--- src/hmacs_pkg.sv ---
package hmacs_pkg;

   localparam int KeyBytes = 32;
   localparam int BlockBytes = 64;
   localparam int KeyLimit = (KeyBytes < 32) ? KeyBytes : 32;

   localparam logic [7:0] InnerPad = 8'h36;
   localparam logic [7:0] OuterPad = 8'h5c;
   localparam logic [7:0] PadMarker = 8'h80;
   localparam logic [5:0] KeyLengthReset = 6'd32;

   typedef enum logic [2:0] {
      CSR_KEY_WORD_0 = 3'd0,
      CSR_KEY_WORD_1 = 3'd1,
      CSR_KEY_WORD_2 = 3'd2,
      CSR_KEY_WORD_3 = 3'd3,
      CSR_KEY_LENGTH = 3'd4
   } csr_index_type;

   typedef struct packed {
      logic start;
      logic bank;
      logic fresh;   // chain entries read as the initial hash value
   } cmp_ctrl_type;

   typedef struct packed {
      logic busy;
      logic done;
   } cmp_stat_type;

   function automatic logic [31:0] big_sigma0(input logic [31:0] x);
      return {x[1:0], x[31:2]} ^ {x[12:0], x[31:13]} ^ {x[21:0], x[31:22]};
   endfunction

   function automatic logic [31:0] big_sigma1(input logic [31:0] x);
      return {x[5:0], x[31:6]} ^ {x[10:0], x[31:11]} ^ {x[24:0], x[31:25]};
   endfunction

   function automatic logic [31:0] small_sigma0(input logic [31:0] x);
      return {x[6:0], x[31:7]} ^ {x[17:0], x[31:18]} ^ {3'b000, x[31:3]};
   endfunction

   function automatic logic [31:0] small_sigma1(input logic [31:0] x);
      return {x[16:0], x[31:17]} ^ {x[18:0], x[31:19]} ^ {10'd0, x[31:10]};
   endfunction

   function automatic logic [31:0] sha_iv_word(input logic [2:0] idx);
      logic [31:0] h;
      case (idx)
         3'd0: h = 32'h6a09e667;
         3'd1: h = 32'hbb67ae85;
         3'd2: h = 32'h3c6ef372;
         3'd3: h = 32'ha54ff53a;
         3'd4: h = 32'h510e527f;
         3'd5: h = 32'h9b05688c;
         3'd6: h = 32'h1f83d9ab;
         default: h = 32'h5be0cd19;
      endcase
      return h;
   endfunction

   function automatic logic [31:0] round_k(input logic [5:0] t);
      logic [31:0] k;
      case (t)
         6'd0:  k = 32'h428a2f98;  6'd1:  k = 32'h71374491;
         6'd2:  k = 32'hb5c0fbcf;  6'd3:  k = 32'he9b5dba5;
         6'd4:  k = 32'h3956c25b;  6'd5:  k = 32'h59f111f1;
         6'd6:  k = 32'h923f82a4;  6'd7:  k = 32'hab1c5ed5;
         6'd8:  k = 32'hd807aa98;  6'd9:  k = 32'h12835b01;
         6'd10: k = 32'h243185be;  6'd11: k = 32'h550c7dc3;
         6'd12: k = 32'h72be5d74;  6'd13: k = 32'h80deb1fe;
         6'd14: k = 32'h9bdc06a7;  6'd15: k = 32'hc19bf174;
         6'd16: k = 32'he49b69c1;  6'd17: k = 32'hefbe4786;
         6'd18: k = 32'h0fc19dc6;  6'd19: k = 32'h240ca1cc;
         6'd20: k = 32'h2de92c6f;  6'd21: k = 32'h4a7484aa;
         6'd22: k = 32'h5cb0a9dc;  6'd23: k = 32'h76f988da;
         6'd24: k = 32'h983e5152;  6'd25: k = 32'ha831c66d;
         6'd26: k = 32'hb00327c8;  6'd27: k = 32'hbf597fc7;
         6'd28: k = 32'hc6e00bf3;  6'd29: k = 32'hd5a79147;
         6'd30: k = 32'h06ca6351;  6'd31: k = 32'h14292967;
         6'd32: k = 32'h27b70a85;  6'd33: k = 32'h2e1b2138;
         6'd34: k = 32'h4d2c6dfc;  6'd35: k = 32'h53380d13;
         6'd36: k = 32'h650a7354;  6'd37: k = 32'h766a0abb;
         6'd38: k = 32'h81c2c92e;  6'd39: k = 32'h92722c85;
         6'd40: k = 32'ha2bfe8a1;  6'd41: k = 32'ha81a664b;
         6'd42: k = 32'hc24b8b70;  6'd43: k = 32'hc76c51a3;
         6'd44: k = 32'hd192e819;  6'd45: k = 32'hd6990624;
         6'd46: k = 32'hf40e3585;  6'd47: k = 32'h106aa070;
         6'd48: k = 32'h19a4c116;  6'd49: k = 32'h1e376c08;
         6'd50: k = 32'h2748774c;  6'd51: k = 32'h34b0bcb5;
         6'd52: k = 32'h391c0cb3;  6'd53: k = 32'h4ed8aa4a;
         6'd54: k = 32'h5b9cca4f;  6'd55: k = 32'h682e6ff3;
         6'd56: k = 32'h748f82ee;  6'd57: k = 32'h78a5636f;
         6'd58: k = 32'h84c87814;  6'd59: k = 32'h8cc70208;
         6'd60: k = 32'h90befffa;  6'd61: k = 32'ha4506ceb;
         6'd62: k = 32'hbef9a3f7;  default: k = 32'hc67178f2;
      endcase
      return k;
   endfunction

endpackage

--- src/hmacs_ram.sv ---
module hmacs_ram #(
   parameter int WIDTH = 32,
   parameter int DEPTH = 16
) (
   input  logic                     clock,
   input  logic                     wr_en,
   input  logic [$clog2(DEPTH)-1:0] wr_addr,
   input  logic [WIDTH-1:0]         wr_data,
   input  logic [$clog2(DEPTH)-1:0] rd_addr,
   output logic [WIDTH-1:0]         rd_data
);

   logic [WIDTH-1:0] mem_ff [DEPTH];
   logic [WIDTH-1:0] rd_data_ff;

   always_ff @(posedge clock) begin
      if (wr_en) begin
         mem_ff[wr_addr] <= wr_data;
      end
      rd_data_ff <= mem_ff[rd_addr];
   end

   assign rd_data = rd_data_ff;

endmodule

--- src/hmacs_compress.sv ---
module hmacs_compress (
   input  logic                    clock,
   input  logic                    reset,
   input  hmacs_pkg::cmp_ctrl_type ctrl,
   output hmacs_pkg::cmp_stat_type stat,
   output logic [3:0]              blk_raddr,
   input  logic [31:0]             blk_rdata,
   input  logic [3:0]              ext_raddr,
   output logic [31:0]             chain_rdata
);

   typedef enum logic [3:0] {
      C_IDLE  = 4'b0001,
      C_LOAD  = 4'b0010,
      C_ROUND = 4'b0100,
      C_FINAL = 4'b1000
   } cstate_type;

   cstate_type  state_ff, state_in;
   logic [3:0]  cnt_ff, cnt_in;
   logic [5:0]  rnd_ff, rnd_in;
   logic        bank_ff, bank_in;
   logic        fresh_ff, fresh_in;
   logic [31:0] v_ff [8];
   logic [31:0] v_in [8];
   logic [31:0] win_ff [16];
   logic [31:0] win_in [16];

   logic [2:0]  step_idx;
   logic [31:0] prev_word;
   logic [31:0] w_cur;
   logic [31:0] t1;
   logic [31:0] t2;
   logic        wr_en;
   logic [3:0]  rd_addr;

   // chain value, two banks of eight words: inner pass and outer pass
   hmacs_ram #(.WIDTH(32), .DEPTH(16)) u_chain (
      .clock   (clock),
      .wr_en   (wr_en),
      .wr_addr ({bank_ff, step_idx}),
      .wr_data (prev_word + v_ff[step_idx]),
      .rd_addr (rd_addr),
      .rd_data (chain_rdata)
   );

   // step n reads entry n; its data lands at step n+1
   assign step_idx  = cnt_ff[2:0] - 3'd1;
   assign prev_word = fresh_ff ? hmacs_pkg::sha_iv_word(step_idx) : chain_rdata;
   assign rd_addr   = (state_ff == C_LOAD || state_ff == C_FINAL) ?
                      {bank_ff, cnt_ff[2:0]} : ext_raddr;
   assign wr_en     = (state_ff == C_FINAL) && (cnt_ff != 4'd0);
   assign blk_raddr = (state_ff == C_ROUND) ? (rnd_ff[3:0] + 4'd1) : 4'd0;

   assign w_cur = (rnd_ff < 6'd16) ? blk_rdata :
                  hmacs_pkg::small_sigma1(win_ff[14]) + win_ff[9] +
                  hmacs_pkg::small_sigma0(win_ff[1]) + win_ff[0];
   assign t1 = v_ff[7] + hmacs_pkg::big_sigma1(v_ff[4]) +
               ((v_ff[4] & v_ff[5]) ^ (~v_ff[4] & v_ff[6])) +
               hmacs_pkg::round_k(rnd_ff) + w_cur;
   assign t2 = hmacs_pkg::big_sigma0(v_ff[0]) +
               ((v_ff[0] & v_ff[1]) ^ (v_ff[0] & v_ff[2]) ^ (v_ff[1] & v_ff[2]));

   assign stat.busy = (state_ff != C_IDLE);
   assign stat.done = (state_ff == C_FINAL) && (cnt_ff == 4'd8);

   always_comb begin
      state_in = state_ff;
      cnt_in   = cnt_ff;
      rnd_in   = rnd_ff;
      bank_in  = bank_ff;
      fresh_in = fresh_ff;
      v_in     = v_ff;
      win_in   = win_ff;
      case (state_ff)
         C_IDLE: begin
            if (ctrl.start) begin
               state_in = C_LOAD;
               cnt_in   = 4'd0;
               bank_in  = ctrl.bank;
               fresh_in = ctrl.fresh;
            end
         end
         C_LOAD: begin
            if (cnt_ff != 4'd0) begin
               v_in[step_idx] = prev_word;
            end
            if (cnt_ff == 4'd8) begin
               state_in = C_ROUND;
               rnd_in   = 6'd0;
            end else begin
               cnt_in = cnt_ff + 4'd1;
            end
         end
         C_ROUND: begin
            v_in[7] = v_ff[6];
            v_in[6] = v_ff[5];
            v_in[5] = v_ff[4];
            v_in[4] = v_ff[3] + t1;
            v_in[3] = v_ff[2];
            v_in[2] = v_ff[1];
            v_in[1] = v_ff[0];
            v_in[0] = t1 + t2;
            for (int i = 0; i < 15; i++) begin
               win_in[i] = win_ff[i+1];
            end
            win_in[15] = w_cur;
            rnd_in = rnd_ff + 6'd1;
            if (rnd_ff == 6'd63) begin
               state_in = C_FINAL;
               cnt_in   = 4'd0;
            end
         end
         C_FINAL: begin
            if (cnt_ff == 4'd8) begin
               state_in = C_IDLE;
            end else begin
               cnt_in = cnt_ff + 4'd1;
            end
         end
         default: begin
            state_in = C_IDLE;
         end
      endcase
   end

   always_ff @(posedge clock) begin
      if (reset) begin
         state_ff <= C_IDLE;
      end else begin
         state_ff <= state_in;
      end
   end

   always_ff @(posedge clock) begin
      cnt_ff   <= cnt_in;
      rnd_ff   <= rnd_in;
      bank_ff  <= bank_in;
      fresh_ff <= fresh_in;
      v_ff     <= v_in;
      win_ff   <= win_in;
   end

   a_done_to_idle: assert property (@(posedge clock) disable iff (reset)
      stat.done |=> (state_ff == C_IDLE))
      else $error("compression did not return to idle after write-back");

   a_round_after_load: assert property (@(posedge clock) disable iff (reset)
      (state_ff == C_ROUND && rnd_ff == 6'd0) |-> ($past(state_ff) == C_LOAD))
      else $error("rounds started without loading working variables");

   a_wb_only_final: assert property (@(posedge clock) disable iff (reset)
      wr_en |-> (cnt_ff <= 4'd8 && state_ff == C_FINAL))
      else $error("chain write outside write-back");

endmodule

--- src/hmac_sha256_engine_top.sv ---
// HMAC-SHA256 engine. The key (up to 32 bytes) sits in csr registers 0..3,
// first byte in the most significant bits, with its byte count in register 4.
// Write them only while the block is idle; csr_write takes effect at once.
// Request channel: one transaction per message byte (req_byte_present) and
// req_last on the final one; a transaction with no byte and last set yields
// the MAC of the empty message. The response channel carries one 256-bit MAC
// per message, on the transaction that had last set.
// Flow: each 64-byte block costs one compression (8 chain reads, 64 rounds
// at one round per cycle, 8 chain write-backs through the chain-value RAM).
// A byte that does not fill a block passes through S_MSG and S_CHK and the
// block is back in idle. The first transaction of a message adds 64 pad bytes
// and one compression; the last adds padding, the outer pad and the digest,
// three or four compressions in all, then reads the MAC out of the chain RAM
// word by word through S_ORD and S_OCAP.
// One transaction is in work at a time; req_stall is high while it is.
// A MAC waiting on a stalled response does not block the next messages'
// bytes; only the next MAC read-out waits for it to be taken.
// Reset is synchronous: key cleared, key length 32, a new message begins,
// and no response is pending. No clearing pass is needed.
module hmac_sha256_engine_top (
   input  logic        clock,
   input  logic        reset,
   input  logic        req_valid,
   output logic        req_stall,
   input  logic [7:0]  req_data_byte,
   input  logic        req_byte_present,
   input  logic        req_last,
   output logic        rsp_valid,
   input  logic        rsp_stall,
   output logic [63:0] rsp_mac_word_0,
   output logic [63:0] rsp_mac_word_1,
   output logic [63:0] rsp_mac_word_2,
   output logic [63:0] rsp_mac_word_3,
   input  logic        csr_write,
   input  logic [2:0]  csr_index,
   input  logic [63:0] csr_data
);

   typedef enum logic [15:0] {
      S_IDLE    = 16'h0001,
      S_IPAD    = 16'h0002,
      S_MSG     = 16'h0004,
      S_CHK     = 16'h0008,
      S_WAIT    = 16'h0010,
      S_PAD80   = 16'h0020,
      S_PADZ    = 16'h0040,
      S_LEN     = 16'h0080,
      S_PASSEND = 16'h0100,
      S_OPAD    = 16'h0200,
      S_DRD     = 16'h0400,
      S_DLD     = 16'h0800,
      S_DFEED   = 16'h1000,
      S_OUTW    = 16'h2000,
      S_ORD     = 16'h4000,
      S_OCAP    = 16'h8000
   } state_type;

   state_type   state_ff, state_in;
   state_type   ret_ff, ret_in;
   logic        phase_ff, phase_in;
   logic        outer_ff, outer_in;
   logic        fresh_ff, fresh_in;
   logic [63:0] msglen_ff, msglen_in;
   logic [5:0]  cnt_ff, cnt_in;
   logic [2:0]  wcnt_ff, wcnt_in;
   logic        rsp_valid_ff, rsp_valid_in;
   logic [63:0] key_word_ff [4];
   logic [5:0]  key_len_ff;

   logic [7:0]   in_byte_ff, in_byte_in;
   logic         in_present_ff, in_present_in;
   logic         in_last_ff, in_last_in;
   logic [23:0]  word_ff, word_in;
   logic [63:0]  bits_ff, bits_in;
   logic [31:0]  dword_ff, dword_in;
   logic [255:0] mac_ff, mac_in;

   logic        feed_en;
   logic [7:0]  feed_byte;
   logic        blk_wr_en;
   logic [3:0]  blk_raddr;
   logic [31:0] blk_rdata;
   logic [3:0]  ext_raddr;
   logic [31:0] chain_rdata;
   logic [5:0]  klen;
   logic [5:0]  kshift;
   logic [7:0]  kbyte;
   logic        wrap;

   hmacs_pkg::cmp_ctrl_type cmp_ctrl;
   hmacs_pkg::cmp_stat_type cmp_stat;

   hmacs_ram #(.WIDTH(32), .DEPTH(16)) u_block (
      .clock   (clock),
      .wr_en   (blk_wr_en),
      .wr_addr (msglen_ff[5:2]),
      .wr_data ({word_ff, feed_byte}),
      .rd_addr (blk_raddr),
      .rd_data (blk_rdata)
   );

   hmacs_compress u_compress (
      .clock       (clock),
      .reset       (reset),
      .ctrl        (cmp_ctrl),
      .stat        (cmp_stat),
      .blk_raddr   (blk_raddr),
      .blk_rdata   (blk_rdata),
      .ext_raddr   (ext_raddr),
      .chain_rdata (chain_rdata)
   );

   assign klen   = (key_len_ff > 6'(hmacs_pkg::KeyLimit)) ?
                   6'(hmacs_pkg::KeyLimit) : key_len_ff;
   assign kshift = {~cnt_ff[2:0], 3'b000};
   assign kbyte  = (cnt_ff < klen) ? key_word_ff[cnt_ff[4:3]][kshift +: 8] : 8'd0;

   // a byte at block offset 63 completes the block and starts a compression
   assign wrap      = (msglen_ff[5:0] == 6'd63);
   assign blk_wr_en = feed_en && (msglen_ff[1:0] == 2'd3);

   assign cmp_ctrl.start = feed_en && wrap;
   assign cmp_ctrl.bank  = outer_ff;
   assign cmp_ctrl.fresh = fresh_ff;

   assign ext_raddr = (state_ff == S_ORD) ? {1'b1, wcnt_ff} : {1'b0, wcnt_ff};

   assign req_stall      = (state_ff != S_IDLE);
   assign rsp_valid      = rsp_valid_ff;
   assign rsp_mac_word_0 = mac_ff[255:192];
   assign rsp_mac_word_1 = mac_ff[191:128];
   assign rsp_mac_word_2 = mac_ff[127:64];
   assign rsp_mac_word_3 = mac_ff[63:0];

   always_comb begin
      state_in      = state_ff;
      ret_in        = ret_ff;
      phase_in      = phase_ff;
      outer_in      = outer_ff;
      fresh_in      = fresh_ff;
      msglen_in     = msglen_ff;
      cnt_in        = cnt_ff;
      wcnt_in       = wcnt_ff;
      in_byte_in    = in_byte_ff;
      in_present_in = in_present_ff;
      in_last_in    = in_last_ff;
      bits_in       = bits_ff;
      dword_in      = dword_ff;
      mac_in        = mac_ff;
      feed_en       = 1'b0;
      feed_byte     = 8'd0;
      rsp_valid_in  = rsp_valid_ff && rsp_stall;

      case (state_ff)
         S_IDLE: begin
            if (req_valid) begin
               in_byte_in    = req_data_byte;
               in_present_in = req_byte_present;
               in_last_in    = req_last;
               if (!phase_ff) begin
                  state_in = S_IPAD;
                  cnt_in   = 6'd0;
                  phase_in = 1'b1;
                  fresh_in = 1'b1;
               end else begin
                  state_in = S_MSG;
               end
            end
         end
         S_IPAD: begin
            feed_en   = 1'b1;
            feed_byte = kbyte ^ hmacs_pkg::InnerPad;
            cnt_in    = cnt_ff + 6'd1;
            if (cnt_ff == 6'd63) begin
               state_in = S_WAIT;
               ret_in   = S_MSG;
            end
         end
         S_MSG: begin
            feed_en   = in_present_ff;
            feed_byte = in_byte_ff;
            if (in_present_ff && wrap) begin
               state_in = S_WAIT;
               ret_in   = S_CHK;
            end else begin
               state_in = S_CHK;
            end
         end
         S_CHK: begin
            state_in = in_last_ff ? S_PAD80 : S_IDLE;
         end
         S_WAIT: begin
            if (cmp_stat.done) begin
               state_in = ret_ff;
               fresh_in = 1'b0;
            end
         end
         S_PAD80: begin
            bits_in   = {msglen_ff[60:0], 3'b000};
            feed_en   = 1'b1;
            feed_byte = hmacs_pkg::PadMarker;
            if (wrap) begin
               state_in = S_WAIT;
               ret_in   = S_PADZ;
            end else begin
               state_in = S_PADZ;
            end
         end
         S_PADZ: begin
            if (msglen_ff[5:0] == 6'd56) begin
               state_in = S_LEN;
               cnt_in   = 6'd0;
            end else begin
               feed_en = 1'b1;
               if (wrap) begin
                  state_in = S_WAIT;
                  ret_in   = S_PADZ;
               end
            end
         end
         S_LEN: begin
            feed_en   = 1'b1;
            feed_byte = bits_ff[63:56];
            bits_in   = {bits_ff[55:0], 8'd0};
            cnt_in    = cnt_ff + 6'd1;
            if (cnt_ff[2:0] == 3'd7) begin
               state_in = S_WAIT;
               ret_in   = S_PASSEND;
            end
         end
         S_PASSEND: begin
            if (!outer_ff) begin
               state_in  = S_OPAD;
               outer_in  = 1'b1;
               fresh_in  = 1'b1;
               msglen_in = 64'd0;
               cnt_in    = 6'd0;
            end else begin
               state_in = S_OUTW;
            end
         end
         S_OPAD: begin
            feed_en   = 1'b1;
            feed_byte = kbyte ^ hmacs_pkg::OuterPad;
            cnt_in    = cnt_ff + 6'd1;
            if (cnt_ff == 6'd63) begin
               state_in = S_WAIT;
               ret_in   = S_DRD;
               wcnt_in  = 3'd0;
            end
         end
         S_DRD: begin
            state_in = S_DLD;
         end
         S_DLD: begin
            dword_in = chain_rdata;
            cnt_in   = 6'd0;
            state_in = S_DFEED;
         end
         S_DFEED: begin
            feed_en   = 1'b1;
            feed_byte = dword_ff[31:24];
            dword_in  = {dword_ff[23:0], 8'd0};
            cnt_in    = cnt_ff + 6'd1;
            if (cnt_ff[1:0] == 2'd3) begin
               if (wcnt_ff == 3'd7) begin
                  state_in = S_PAD80;
               end else begin
                  wcnt_in  = wcnt_ff + 3'd1;
                  state_in = S_DRD;
               end
            end
         end
         S_OUTW: begin
            // previous MAC must be gone before the output register is reused
            if (!rsp_valid_ff || !rsp_stall) begin
               state_in = S_ORD;
               wcnt_in  = 3'd0;
            end
         end
         S_ORD: begin
            state_in = S_OCAP;
         end
         S_OCAP: begin
            mac_in = {mac_ff[223:0], chain_rdata};
            if (wcnt_ff == 3'd7) begin
               state_in     = S_IDLE;
               rsp_valid_in = 1'b1;
               phase_in     = 1'b0;
               outer_in     = 1'b0;
               msglen_in    = 64'd0;
            end else begin
               wcnt_in  = wcnt_ff + 3'd1;
               state_in = S_ORD;
            end
         end
         default: begin
            state_in = S_IDLE;
         end
      endcase

      if (feed_en) begin
         msglen_in = msglen_ff + 64'd1;
      end
   end

   assign word_in = feed_en ? {word_ff[15:0], feed_byte} : word_ff;

   always_ff @(posedge clock) begin
      if (reset) begin
         state_ff     <= S_IDLE;
         ret_ff       <= S_IDLE;
         phase_ff     <= 1'b0;
         outer_ff     <= 1'b0;
         fresh_ff     <= 1'b0;
         msglen_ff    <= 64'd0;
         rsp_valid_ff <= 1'b0;
         key_len_ff   <= hmacs_pkg::KeyLengthReset;
         for (int i = 0; i < 4; i++) begin
            key_word_ff[i] <= 64'd0;
         end
      end else begin
         state_ff     <= state_in;
         ret_ff       <= ret_in;
         phase_ff     <= phase_in;
         outer_ff     <= outer_in;
         fresh_ff     <= fresh_in;
         msglen_ff    <= msglen_in;
         rsp_valid_ff <= rsp_valid_in;
         if (csr_write) begin
            case (csr_index)
               hmacs_pkg::CSR_KEY_WORD_0: key_word_ff[0] <= csr_data;
               hmacs_pkg::CSR_KEY_WORD_1: key_word_ff[1] <= csr_data;
               hmacs_pkg::CSR_KEY_WORD_2: key_word_ff[2] <= csr_data;
               hmacs_pkg::CSR_KEY_WORD_3: key_word_ff[3] <= csr_data;
               hmacs_pkg::CSR_KEY_LENGTH: key_len_ff <= csr_data[5:0];
               default: begin
               end
            endcase
         end
      end
   end

   always_ff @(posedge clock) begin
      cnt_ff        <= cnt_in;
      wcnt_ff       <= wcnt_in;
      in_byte_ff    <= in_byte_in;
      in_present_ff <= in_present_in;
      in_last_ff    <= in_last_in;
      word_ff       <= word_in;
      bits_ff       <= bits_in;
      dword_ff      <= dword_in;
      mac_ff        <= mac_in;
   end

   a_start_when_idle: assert property (@(posedge clock) disable iff (reset)
      cmp_ctrl.start |-> !cmp_stat.busy)
      else $error("compression started while one is in progress");

   a_no_feed_busy: assert property (@(posedge clock) disable iff (reset)
      feed_en |-> !cmp_stat.busy)
      else $error("block buffer written during compression");

   a_clean_start: assert property (@(posedge clock) disable iff (reset)
      (state_ff == S_IDLE && !phase_ff) |-> (msglen_ff == 64'd0 && !outer_ff))
      else $error("message state not cleared between messages");

endmodule

--- config.mk ---
export PLATFORM = sky130hd
export DESIGN_NAME = hmac_sha256_engine_top
export DESIGN_NICKNAME = d
export VERILOG_FILES = /design/src/hmacs_pkg.sv /design/src/hmacs_ram.sv /design/src/hmacs_compress.sv /design/src/hmac_sha256_engine_top.sv
export SDC_FILE = /design/constraint.sdc
export NUM_CORES = 2
export LEC_CHECK = 0
export BUFFER_PORTS_ARGS = -buffer_cell sky130_fd_sc_hd__buf_2
export CAP_MARGIN = 10
export CORE_UTILIZATION = 28
export DETAILED_ROUTE_END_ITERATION = 6
export GPL_TIMING_DRIVEN = 0
export PLACE_DENSITY = 0.5
export RECOVER_POWER = 25
export SETUP_SLACK_MARGIN = 0.02
export SLEW_MARGIN = 15
export SYNTH_ARGS = -nofsm -noshare
export SYNTH_HDL_FRONTEND = slang
export SYNTH_SLANG_ARGS = --single-unit
--- constraint.sdc ---
create_clock -name clock -period 30 [get_ports clock]
set_clock_uncertainty 0.05 [all_clocks]
set_input_delay 0 -clock clock [delete_from_list [all_inputs] [get_ports clock]]
set_output_delay 0 -clock clock [all_outputs]
set_load 0.01 [all_outputs]
==> flow_summary.ini <==
[clock_network]
clkTransAtPathRegs_ps = 60
clock_sinks = 2647
clockBufferDepth = 4
clkLatencyLatePin_ps = 950
h-tree-depth = 5
numCtsBuffers = 294
cts_setup_buffers = 0
cts_tree = done
post_cts_resize_count = 0
cts_root_buffer = clkbuf_16
holdBufCountCts = 157

[sta]
maxClockFrequency_mhz = 85.6
period_needed_ps = 11690
finalMaxSlewViolations = 52
slew_headroom_pct = -8.04
post-route-period-util_pct = 39.0
timing_hold_violations_final = 0
tightest_slew_ps = 1620
tns_ps = 0
setup_violations = 0
rsz0062_at_grt = false
setup_ws_ps = 18310

[yosys]
yosys.area_share.xor_xnor_pct = 3.08
synth_top_area_cell = edfxtp_1
synth-simple-area-share_pct = 8.01
syn_avg_cell_area_um2 = 14.4
synthMuxAreaShare_pct = 6.44
synth-seq-cells = 2647
synth_top_family_by_area = compound AO/OA/AOI/OAI gates
postSynthCellCount = 8164
yosysUniqueCellTypes = 89
synthAdderAreaFrac_pct = 5.38
synthesis.nets = 8624
synth_ff_type = edfxtp_1
synth.top_cell.area_share_pct = 62.8
synth_compound_area_share_pct = 8.42
synth_common_cells = edfxtp_1 (2,452), nand2_1 (810), clkbuf_1 (389)
synth_enable_flop_cells = 2452
ys_async_sr_fraction_pct = 0
synth_area_um2 = 117000
synthTopCellsByArea = edfxtp_1 (63%), mux4_2 (4.6%), dfxtp_1 (3.3%)
ys_warn_count = 0
synth.most_common_cell = edfxtp_1
seq_area_frac_synth_pct = 66.1

[global_routing]
first_global_vias = 74200
grt_pass1_wl_um = 550000
antenna_found_initial = 47
grt_max_degree = 64
grt_usage_pct = 17.8
grt_overflow = 0

[routing]
avgRoutedWirePerCell_um = 26.1
post_drt_via_cell_ratio = 5.00
first_pass_iters = 7
drc_errors = 1
vias = 74200
ant_nets = 0
wirelength_um = 388000
drt_iter0_markers = 8095

[finish]
syn2layout_area_growth_pct = 19.3
nets = 9569
drive_gt1_share_pct = 13.2
design_area_um2 = 140000
instances_no_fill = 14900

[floorplanning]
core-area_um2 = 417000
start_util_pct = 28.1
die_area_um2 = 422000
io_pins = 340
rows = 237
dieWidth_um = 649
die_h_um = 649

[run_status]
violations = design-rule violations, max-capacitance violations, max-slew violations
status = finished with violations

[critical_path]
critPathCaptureType = flop
cp_max_fo = 5
cp.arrival_ps = 12290
crit_required_ps = 30600
cp_num_buf_inv = 5
worstSetupPathType = reg -> reg
cp-start-kind = flop
crit_path_max_incr_delay_ps = 700
cp_common_cell = xnor2_1
cp_slowest_cell = xnor2_1
crit_family = adder cells

[pwr]
finalPower_mw = 11.3
p_leak_nw = 47.9
peakVddDrop_mv = 0.107
power_density_nw_per_um2 = 80.7

[run]
cap_viol_max_count = 2

[place]
placed_area_um2 = 129000
place.gp.congestion = 0.979
pre_cts_ws_ps = 18500
dpl.cell_count = 14200
portBuffers = 339
dp.final_hpwl_um = 286000

[hold_path]
hold_class = in -> reg
final timing paths:
kind | startpoint | to | slack (ps) | cells after the start
max reg2reg | u_compress.win_ff[454] | u_compress.v_ff[255] | 18310 | 42
min reg2reg | u_compress.win_ff[164] | u_compress.win_ff[196] | 350 | 0
min | csr_data[2] | key_len_ff[2] | 130 | 4
max | u_compress.win_ff[454] | u_compress.v_ff[255] | 18310 | 42
cells by family after synthesis:
| kind of cell | count (synthesis) |
|---|---|
| fa+ha+maj | 395 |
| flops | 2647 |
| mux | 451 |
| xor+xnor | 411 |
| buf+inv | 799 |
| simple gates | 1950 |
| compound gates | 1511 |
power breakdown:
part	total [mW]	switching (mW)	internal [mW]
combinational	2.88	2.02	0.856
clock	3.62	1.54	2.07
sequential	4.79	0.0532	4.74
per-stage QoR:
stage                     hold WS [ps]  utilization (%)
final                              130             33.6
after global placement             255             30.2
after floorplan                   48.9                -
after global routing               154             33.6
after detailed placement           264             30.9
after CTS                         37.0             33.6
tightest hold or removal path, delay by kind of cell:
family / cells / cell delay (ps)
buf+inv: 2 / 850
mux: 1 / 130
simple gates: 1 / 50
placed cells by master (no fill, tap or decap), types with 96 or more instances in the layout:
cell           instances
clkbuf_16            295
xor2_1               112
nor2b_1               96
nand2_1              809
clkbuf_1             590
edfxtp_1            2452
nand3_1              117
a21oi_1              285
inv_1                344
a31oi_1              100
dlygate4sd3_1        157
buf_2                213
dfxtp_1              195
a211oi_1             156
mux4_2               241
ha_1                 190
a21o_1               106
o21ai_0              304
nor2_1               258
xnor2_1              268
a22oi_1              133
mux2i_1              188
and2_1               310
fa_1                 188
cell type report:
| class | count | area [um^2] |
|---|---|---|
| fillers | 40700 | 277000 |
| flip-flops and latches | 2647 | 77500 |
| multi-input cells | 4718 | 37500 |
| clock buffers | 372 | 7850 |
| well taps | 5497 | 6880 |
| repair buffers | 649 | 5370 |
| clock inverters | 160 | 1730 |
| plain buffers | 448 | 1720 |
| inverters | 351 | 1320 |
| diodes | 16 | 40.0 |
layer usage:
| metal | GRT usage, % | share of wire, % | vias up |
|---|---|---|---|
| li1 | - | - | 32600 |
| met4 | 6.59 | 4.0 | 22 |
| met2 | 28.3 | 46 | 2880 |
| met3 | 2.92 | 6.7 | 678 |
| met5 | 0 | 0.031 | - |
| met1 | 24.5 | 43 | 38100 |
registers in the layout, summed over array words and instances, names as in the netlist, 8 cells and up, named ones only:
signal	cells
u_compress.v_ff	256
mac_ff	256
u_block.mem_ff	512
msglen_ff	61
u_block.rd_data	32
key_word_ff	256
state_ff	16
in_byte_ff	8
word_ff	24
dword_ff	32
bits_ff	61
u_compress.u_chain.mem_ff	512
u_compress.win_ff	512
u_compress.u_chain.rd_data	32
Power figures use the tool's default switching activity.
